## config.mk

```make
export PLATFORM = sky130hd
export DESIGN_NAME = audio_buffer_pool_manager_unit
export DESIGN_NICKNAME = d
export VERILOG_FILES = /design/src/rtl/abpm_pkg.sv /design/src/rtl/abpm_idq.sv /design/src/rtl/abpm_cfg.sv /design/src/rtl/audio_buffer_pool_manager_unit.sv
export SDC_FILE = /design/constraint.sdc
export NUM_CORES = 1
export LEC_CHECK = 0
export BUFFER_PORTS_ARGS = -buffer_cell sky130_fd_sc_hd__buf_2
export CAP_MARGIN = 0
export CORE_UTILIZATION = 50
export DETAILED_ROUTE_END_ITERATION = 10
export PLACE_DENSITY = 0.73
export SYNTH_ARGS = -nofsm -noshare
export SYNTH_HDL_FRONTEND = slang
export SYNTH_SLANG_ARGS = --single-unit
```

## constraint.sdc

```tcl
create_clock -name clk -period 4.1 [get_ports clk]
set_input_delay 0.82 -clock clk [delete_from_list [all_inputs] [get_ports clk]]
set_output_delay 0.82 -clock clk [all_outputs]
set_load 0.02 [all_outputs]
```

## src/rtl/abpm_pkg.sv

```systemverilog
// ----------------------------------------------------------------------------
// abpm_pkg
// Types and constants of the audio buffer pool manager.
// ----------------------------------------------------------------------------
package abpm_pkg;

	localparam int POOL_MAX_DEF = 16;
	localparam int ID_W         = 4;
	localparam int CNT_W        = 5;
	localparam int KIND_W       = 4;
	localparam int DATA_W       = 32;
	localparam int ADDR_W       = 3;

	localparam logic [CNT_W-1:0] NUM_BUFS_RST = 5'd16;

	typedef enum logic [KIND_W-1:0] {
		K_INIT       = 4'd0,
		K_PUSH_FREE  = 4'd1,
		K_PUSH_READY = 4'd2,
		K_TAKE_FREE  = 4'd3,
		K_TAKE_READY = 4'd4,
		K_START      = 4'd5,
		K_STOP       = 4'd6,
		K_POLL       = 4'd7,
		K_XFER_DONE  = 4'd8
	} kind_t;

	// register index of the buffer count
	localparam logic REG_NUM_BUFS = 1'b0;

	typedef struct packed {
		logic            clr;
		logic            push;
		logic            pop;
		logic [ID_W-1:0] wdata;
	} q_cmd_t;

	typedef struct packed {
		logic [CNT_W-1:0] level;
		logic [ID_W-1:0]  head;
	} q_stat_t;

endpackage

```

## src/rtl/abpm_idq.sv

```systemverilog
// ----------------------------------------------------------------------------
// abpm_idq
// Buffer ID FIFO: memory with wrapping pointers, a level count and a
// registered head read.
// ----------------------------------------------------------------------------
module abpm_idq #(
	parameter int POOL_MAX = abpm_pkg::POOL_MAX_DEF
) (
	input  logic             clk,
	input  logic             arst_n,
	input  abpm_pkg::q_cmd_t cmd,
	output abpm_pkg::q_stat_t st
);

	localparam int PTR_W = (POOL_MAX > 1) ? $clog2(POOL_MAX) : 1;
	localparam logic [PTR_W-1:0] PTR_LAST = PTR_W'(POOL_MAX - 1);

	logic [abpm_pkg::ID_W-1:0]  mem [POOL_MAX];
	logic [PTR_W-1:0]           rd_ptr_q;
	logic [PTR_W-1:0]           wr_ptr_q;
	logic [abpm_pkg::CNT_W-1:0] level_q;
	logic [abpm_pkg::ID_W-1:0]  head_q;

	function automatic logic [PTR_W-1:0] ptr_inc(input logic [PTR_W-1:0] p);
		return (p == PTR_LAST) ? '0 : p + 1'b1;
	endfunction

	always_ff @(posedge clk) begin
		if (cmd.push) begin
			mem[wr_ptr_q] <= cmd.wdata;
		end
		head_q <= mem[rd_ptr_q];
	end

	always_ff @(posedge clk or negedge arst_n) begin
		if (!arst_n) begin
			rd_ptr_q <= '0;
			wr_ptr_q <= '0;
			level_q  <= '0;
		end else if (cmd.clr) begin
			rd_ptr_q <= '0;
			wr_ptr_q <= '0;
			level_q  <= '0;
		end else begin
			if (cmd.push) begin
				wr_ptr_q <= ptr_inc(wr_ptr_q);
			end
			if (cmd.pop) begin
				rd_ptr_q <= ptr_inc(rd_ptr_q);
			end
			level_q <= level_q + abpm_pkg::CNT_W'(cmd.push) - abpm_pkg::CNT_W'(cmd.pop);
		end
	end

	assign st.level = level_q;
	assign st.head  = head_q;

endmodule

```

## src/rtl/abpm_cfg.sv

```systemverilog
// ----------------------------------------------------------------------------
// abpm_cfg
// APB register file: buffer count, and the queue capacity clamped to the pool.
// ----------------------------------------------------------------------------
module abpm_cfg #(
	parameter int POOL_MAX = abpm_pkg::POOL_MAX_DEF
) (
	input  logic                        clk,
	input  logic                        arst_n,
	input  logic                        psel,
	input  logic                        penable,
	input  logic                        pwrite,
	input  logic [abpm_pkg::ADDR_W-1:0] paddr,
	input  logic [abpm_pkg::DATA_W-1:0] pwdata,
	output logic [abpm_pkg::DATA_W-1:0] prdata,
	output logic                        pready,
	output logic [abpm_pkg::CNT_W-1:0]  cap
);

	// levels never exceed the 5-bit buffer count, so the clamp fits CNT_W
	localparam int CAP_LIM_I = (POOL_MAX > 31) ? 31 : POOL_MAX;
	localparam logic [abpm_pkg::CNT_W-1:0] CAP_LIM = abpm_pkg::CNT_W'(CAP_LIM_I);

	logic [abpm_pkg::CNT_W-1:0] num_bufs_q;
	logic                       wr_en;

	assign pready = 1'b1;
	assign wr_en  = psel && penable && pwrite && (paddr[2] == abpm_pkg::REG_NUM_BUFS);

	always_ff @(posedge clk or negedge arst_n) begin
		if (!arst_n) begin
			num_bufs_q <= abpm_pkg::NUM_BUFS_RST;
		end else if (wr_en) begin
			num_bufs_q <= pwdata[abpm_pkg::CNT_W-1:0];
		end
	end

	always_comb begin
		prdata = '0;
		if (paddr[2] == abpm_pkg::REG_NUM_BUFS) begin
			prdata = abpm_pkg::DATA_W'(num_bufs_q);
		end
	end

	assign cap = (num_bufs_q > CAP_LIM) ? CAP_LIM : num_bufs_q;

endmodule

```

## src/rtl/audio_buffer_pool_manager_unit.sv

```systemverilog
// ----------------------------------------------------------------------------
// audio_buffer_pool_manager_unit
// Free/ready buffer ID queue manager with a streaming sequencer.
//
// Input channel (in_valid/in_stall) carries one event: kind and buffer_id.
// Output channel (out_valid/out_stall) returns one result per event.
// The sequencer takes one event at a time; in_stall is high from the
// cycle after a transaction until its result is loaded.
// Most events pass from idle through the execute step to the final step, which
// loads their result into the output register; no new event is taken before that load.
// Init: clears both queues, then writes IDs 0 to capacity - 1 into the free queue, one ID per cycle.
// Stop: drains the ready queue into the free queue, one entry per move (each move waits
// for the registered head read of the ready queue memory).
// A result waits in the output register while out_stall is high; the
// sequencer holds in its final step until the register is free.
// Reset empties both queues, clears streaming state, buffer count = 16.
// Users must write the buffer count over APB (address 0) only while idle; the block does not enforce it.
// ----------------------------------------------------------------------------
module audio_buffer_pool_manager_unit #(
	parameter int POOL_MAX = abpm_pkg::POOL_MAX_DEF
) (
	input  logic                        clk,
	input  logic                        arst_n,
	input  logic                        in_valid,
	output logic                        in_stall,
	input  logic [abpm_pkg::KIND_W-1:0] kind,
	input  logic [abpm_pkg::ID_W-1:0]   buffer_id,
	output logic                        out_valid,
	input  logic                        out_stall,
	output logic                        accepted,
	output logic [abpm_pkg::ID_W-1:0]   out_buffer_id,
	output logic                        start_transfer,
	output logic [abpm_pkg::CNT_W-1:0]  free_count,
	output logic [abpm_pkg::CNT_W-1:0]  ready_count,
	output logic                        streaming,
	output logic                        transfer_busy,
	input  logic                        psel,
	input  logic                        penable,
	input  logic                        pwrite,
	input  logic [abpm_pkg::ADDR_W-1:0] paddr,
	input  logic [abpm_pkg::DATA_W-1:0] pwdata,
	output logic [abpm_pkg::DATA_W-1:0] prdata,
	output logic                        pready
);

	typedef enum logic [5:0] {
		S_IDLE  = 6'b000001,
		S_EXEC  = 6'b000010,
		S_FILL  = 6'b000100,
		S_DMOVE = 6'b001000,
		S_DWAIT = 6'b010000,
		S_FIN   = 6'b100000
	} state_t;

	state_t                     state_q, state_d;
	logic [abpm_pkg::KIND_W-1:0] kind_q, kind_d;
	logic [abpm_pkg::ID_W-1:0]  bid_q, bid_d;
	logic                       acc_q, acc_d;
	logic [abpm_pkg::ID_W-1:0]  oid_q, oid_d;
	logic                       st_q, st_d;
	logic [abpm_pkg::CNT_W-1:0] cnt_q, cnt_d;
	logic                       loaded_q, loaded_d;
	logic                       stream_q, stream_d;
	logic                       busy_q, busy_d;
	logic [abpm_pkg::ID_W-1:0]  cur_q, cur_d;
	logic                       held_q, held_d;
	logic                       do_launch;
	logic                       out_load;

	logic [abpm_pkg::CNT_W-1:0] cap;
	abpm_pkg::q_cmd_t           fq_cmd, rq_cmd;
	abpm_pkg::q_stat_t          fq_st, rq_st;

	abpm_cfg #(.POOL_MAX(POOL_MAX)) u_cfg (
		.clk     (clk),
		.arst_n  (arst_n),
		.psel    (psel),
		.penable (penable),
		.pwrite  (pwrite),
		.paddr   (paddr),
		.pwdata  (pwdata),
		.prdata  (prdata),
		.pready  (pready),
		.cap     (cap)
	);

	abpm_idq #(.POOL_MAX(POOL_MAX)) u_free_q (
		.clk    (clk),
		.arst_n (arst_n),
		.cmd    (fq_cmd),
		.st     (fq_st)
	);

	abpm_idq #(.POOL_MAX(POOL_MAX)) u_ready_q (
		.clk    (clk),
		.arst_n (arst_n),
		.cmd    (rq_cmd),
		.st     (rq_st)
	);

	assign in_stall = (state_q != S_IDLE);
	assign out_load = (state_q == S_FIN) && (!out_valid || !out_stall);

	always_comb begin
		state_d   = state_q;
		kind_d    = kind_q;
		bid_d     = bid_q;
		acc_d     = acc_q;
		oid_d     = oid_q;
		st_d      = st_q;
		cnt_d     = cnt_q;
		loaded_d  = loaded_q;
		stream_d  = stream_q;
		busy_d    = busy_q;
		cur_d     = cur_q;
		held_d    = held_q;
		do_launch = 1'b0;
		fq_cmd    = '0;
		rq_cmd    = '0;

		unique case (state_q)
			S_IDLE: begin
				if (in_valid) begin
					kind_d  = kind;
					bid_d   = buffer_id;
					acc_d   = 1'b0;
					oid_d   = '0;
					st_d    = 1'b0;
					state_d = S_EXEC;
				end
			end
			S_EXEC: begin
				state_d = S_FIN;
				case (abpm_pkg::kind_t'(kind_q))
					abpm_pkg::K_INIT: begin
						fq_cmd.clr = 1'b1;
						rq_cmd.clr = 1'b1;
						loaded_d   = 1'b1;
						cnt_d      = '0;
						state_d    = S_FILL;
					end
					abpm_pkg::K_PUSH_FREE: begin
						if (loaded_q && (fq_st.level < cap)) begin
							fq_cmd.push  = 1'b1;
							fq_cmd.wdata = bid_q;
							acc_d        = 1'b1;
						end
					end
					abpm_pkg::K_PUSH_READY: begin
						if (loaded_q && (rq_st.level < cap)) begin
							rq_cmd.push  = 1'b1;
							rq_cmd.wdata = bid_q;
							acc_d        = 1'b1;
						end
					end
					abpm_pkg::K_TAKE_FREE: begin
						if (fq_st.level != '0) begin
							fq_cmd.pop = 1'b1;
							acc_d      = 1'b1;
							oid_d      = fq_st.head;
						end
					end
					abpm_pkg::K_TAKE_READY: begin
						if (rq_st.level != '0) begin
							rq_cmd.pop = 1'b1;
							acc_d      = 1'b1;
							oid_d      = rq_st.head;
						end
					end
					abpm_pkg::K_START: begin
						if (loaded_q) begin
							stream_d  = 1'b1;
							do_launch = !busy_q;
						end
					end
					abpm_pkg::K_POLL: begin
						do_launch = stream_q && !busy_q;
					end
					abpm_pkg::K_STOP: begin
						if (stream_q) begin
							stream_d = 1'b0;
							state_d  = S_DMOVE;
						end
					end
					abpm_pkg::K_XFER_DONE: begin
						if (busy_q) begin
							if (held_q && (fq_st.level < cap)) begin
								fq_cmd.push  = 1'b1;
								fq_cmd.wdata = cur_q;
							end
							held_d = 1'b0;
							if (stream_q) begin
								do_launch = 1'b1;
							end else begin
								busy_d = 1'b0;
							end
						end
					end
					default: begin
					end
				endcase

				// next ready ID goes out, or the transfer side goes idle
				if (do_launch) begin
					if (rq_st.level != '0) begin
						rq_cmd.pop = 1'b1;
						busy_d     = 1'b1;
						cur_d      = rq_st.head;
						held_d     = 1'b1;
						st_d       = 1'b1;
						oid_d      = rq_st.head;
					end else begin
						busy_d = 1'b0;
					end
				end
			end
			S_FILL: begin
				if (cnt_q < cap) begin
					fq_cmd.push  = 1'b1;
					fq_cmd.wdata = cnt_q[abpm_pkg::ID_W-1:0];
					cnt_d        = cnt_q + 1'b1;
				end else begin
					state_d = S_FIN;
				end
			end
			S_DMOVE: begin
				if (rq_st.level == '0) begin
					state_d = S_FIN;
				end else begin
					rq_cmd.pop = 1'b1;
					if (fq_st.level < cap) begin
						fq_cmd.push  = 1'b1;
						fq_cmd.wdata = rq_st.head;
					end
					state_d = S_DWAIT;
				end
			end
			S_DWAIT: begin
				// head register catches up with the new read pointer
				state_d = S_DMOVE;
			end
			S_FIN: begin
				if (out_load) begin
					state_d = S_IDLE;
				end
			end
			default: begin
				state_d = S_IDLE;
			end
		endcase
	end

	always_ff @(posedge clk or negedge arst_n) begin
		if (!arst_n) begin
			state_q  <= S_IDLE;
			loaded_q <= 1'b0;
			stream_q <= 1'b0;
			busy_q   <= 1'b0;
			cur_q    <= '0;
			held_q   <= 1'b0;
			cnt_q    <= '0;
			out_valid <= 1'b0;
		end else begin
			state_q  <= state_d;
			loaded_q <= loaded_d;
			stream_q <= stream_d;
			busy_q   <= busy_d;
			cur_q    <= cur_d;
			held_q   <= held_d;
			cnt_q    <= cnt_d;
			if (out_load) begin
				out_valid <= 1'b1;
			end else if (!out_stall) begin
				out_valid <= 1'b0;
			end
		end
	end

	always_ff @(posedge clk) begin
		kind_q <= kind_d;
		bid_q  <= bid_d;
		acc_q  <= acc_d;
		oid_q  <= oid_d;
		st_q   <= st_d;
		if (out_load) begin
			accepted       <= acc_q;
			out_buffer_id  <= oid_q;
			start_transfer <= st_q;
			free_count     <= fq_st.level;
			ready_count    <= rq_st.level;
			streaming      <= stream_q;
			transfer_busy  <= busy_q;
		end
	end

endmodule

```

==> flow_metrics.tcl <==
set metrics [dict create \
    yosysWarnings 0 \
    grt_pass1_wl_um 32400 \
    clockBufferDepth 3 \
    synth_edf_count 160 \
    die_w_um 144 \
    coreArea_mm2 0.0197 \
    antenna_found_initial 0 \
    cts.sinks 219 \
    tns_ns 0 \
    cts_tree "built" \
    timing.final.hold_violations 0 \
    vdd.ir_drop.worst_mv 0.362 \
    status "finished, final reports clean" \
    io_pins 103 \
    netlist_instances 703 \
    synth.distinct_cells 79 \
    timing.hold.ws_ns 0.416 \
    post_drt_wl_per_cell_um 19.9 \
    async_flop_share_pct 23.3 \
    maxSlewHeadroom_pct 26.9 \
    drcViolationCount 0 \
    setup_viol 0 \
    cts_resized 0 \
    ys.flop_type "edfxtp_1" \
    grt_use_total_pct 20.5 \
    grt-ovfl-total 0 \
    grt_max_degree 52 \
    rows 51 \
    initial_utilization_pct 51.4 \
    fillers 1563 \
    cts-hold-fix-buffers 0 \
    gp_congestion 0.832 \
    maxCapViolCount 0 \
    dr.pass1.iters 5 \
    endpoint_kind "register" \
    cts_max_level 1 \
    dp_hpwl_um 14300 \
    path_clk_slew_ns 0.07 \
    ys_ff_latch 219 \
    diodes 0 \
    fin_skew_ns 0.0192 \
    design_area_mm2 0.0112 \
    path_max_fanout 17 \
    period_minus_slack_ns 3.57 \
    clock_latency_ns 0.51 \
    required_ns 4.53 \
    hp-class "register to register" \
    total_leakage_power_nw 3.92 \
    rsz0062_at_grt "false" \
    crit_arrival_ns 4.00 \
    fin_ws_ns 0.529 \
    placed_cell_area_mm2 0.0105 \
    power_density_mw_per_mm2 533 \
    die_y_um 144 \
    worstSetupStartpointType "register" \
    die_area_mm2 0.0208 \
    post-place-ws_ns 0.588 \
    cts_buffers 22 \
    routed_wl_um 20500 \
    ant_nets 0 \
    fin_crit_sh_pct 87.1 \
    vias 6024 \
    avgSynthCellArea_um2 14.4 \
    max_freq_mhz 280 \
    seq_area_frac_synth_pct 61.8 \
    worstSetupPathType "register to register" \
    grt_pass1_vias 5992 \
    postCtsSetupBuffers 0 \
    drt_iter0_markers 499 \
    root_buffer "clkbuf_16" \
    final-max-slew-violation-count 0 \
    portBuffers 45 \
    synth_area_mm2 0.0101 \
    viasPerCell 5.85 \
    final_net_count 835 \
    areaGrowthSynthToFinish_pct 11.1 \
    worstMarginPinSlew_ns 1.10 \
    layout-drive-gt1-share_pct 19.8 \
]
Yosys cell counts (5+ instances only):
cell type	instances	area (um2)
nand3_1	11	55.1
ha_1	35	438
o21ai_0	26	130
nor4bb_1	7	70.1
mux2_2	12	135
a21o_1	6	45.0
and3_1	8	50.1
xor2_1	8	70.1
buf_4	29	218
and3b_1	5	43.8
dfxtp_1	8	160
nor3b_1	5	37.5
nor2b_1	8	50.1
edfxtp_1	160	4800
a21oi_1	22	110
dfrtp_1	49	1230
inv_1	25	93.8
a22o_1	9	78.8
nor2_1	36	135
nand2_1	33	124
a31oi_1	5	31.3
nand2b_1	7	43.8
mux2i_1	17	170
clkbuf_1	12	45.0
a22oi_1	11	82.6
nand4_1	5	31.3
buf_2	12	60.1
mux4_2	28	631
and2_1	12	75.1
stage by stage:
| stage | total power, mW | util, % | cells |
|---|---|---|---|
| after floorplan | 3.62 | - | 729 |
| after CTS | 6.01 | 57.1 | 1029 |
| after global routing | 6.25 | 57.1 | 1029 |
| after detailed placement | 3.93 | 53.2 | 989 |
| after global placement | 3.85 | 53.2 | 989 |
| final | 5.98 | 57.1 | 1029 |
cell families (layout without fill, tap and decap cells):
| logic type | Yosys count | count (layout) | share of synthesized area (%) |
|---|---|---|---|
| flops | 219 | 219 | 61.8 |
| simple gates | 175 | 175 | 10.4 |
| compound gates | 114 | 114 | 7.95 |
| buf+inv | 86 | 121 | 4.57 |
| mux | 59 | 59 | 9.53 |
| fa+ha+maj | 37 | 37 | 4.73 |
| xor+xnor | 11 | 11 | 0.954 |
| other cells | 2 | 28 | 0.0744 |
layout make-up:
cell class | instances | area, um2 | area share [%]
flip-flops and latches | 219 | 6240 | 55.6
multi-input cells | 424 | 3490 | 31.1
clock buffers | 28 | 594 | 5.30
well taps | 265 | 332 | 2.96
repair buffers | 54 | 293 | 2.61
clock inverters | 12 | 161 | 1.44
inverters | 27 | 101 | 0.903
worst paths after layout:
path,from,endpoint,slack (ns),cells past startpoint
setup / recovery,state_q[2],u_ready_q.level_q[4],0.53,13
hold / removal,acc_q,accepted,0.42,0
setup reg to reg,state_q[2],u_ready_q.level_q[4],0.53,13
hold reg to reg,acc_q,accepted,0.42,0
max in group asynchronous,arst_n,u_ready_q.rd_ptr_q[2],3.18,2
min in group asynchronous,arst_n,u_cfg.num_bufs_q[3],0.43,2
critical path: stages, from the launching register on:
cell and delay, ns:
dfrtp_1 0.42, nor4_1 0.42, nand3b_1 0.27, inv_2 0.30, o21ai_0 0.17, a21oi_2 0.34
ha_1 0.18, inv_1 0.04, ha_1 0.21, fa_1 0.41, a21oi_1 0.14, nor2_1 0.06
or3_1 0.36, a21oi_1 0.15
where the power goes:
group / internal (mW) / switching, mW / leakage (nW)
registers: 2.57 / 0.238 / 1.95
logic: 0.481 / 0.602 / 1.61
clock network: 1.28 / 0.811 / 0.365
sequential cells by signal, summed over array words and instances (netlist names), 5 cells and up:
register / flops
u_free_q.level_q: 5
u_ready_q.level_q: 5
u_free_q.mem: 64
free_count: 5
ready_count: 5
u_ready_q.mem: 64
state_q: 6
u_cfg.num_bufs_q: 5
cnt_q: 5
metal layers:
metal	vias up	global-route usage, %	share of wire [%]	wire, um
li1	2720	-	-	-
met1	3061	27.9	42	8650
met2	203	34.1	50	10300
met3	40	2.81	5.2	1070
met4	0	6.38	2.4	502
met5	-	0	0	0
layout by cell type, fill, tap and decap left out, types with 8 or more instances in the layout:
cell       synthesis  routed
conb_1             2      28
edfxtp_1         160     160
and2_1            12      12
clkbuf_16          0      23
nand2_1           33      33
dfrtp_1           49      49
o21ai_0           26      26
buf_4             29       9
mux2i_1           17      17
nand3_1           11      11
a22o_1             9       9
inv_1             25      25
dfxtp_1            8       8
and3_1             8       8
nor2_1            36      36
mux2_2            12      12
ha_1              35      35
buf_2             12      45
a21oi_1           22      21
mux4_2            28      28
xor2_1             8       8
nor2b_1            8       8
a22oi_1           11      11
(Power assumes the default switching activity.)
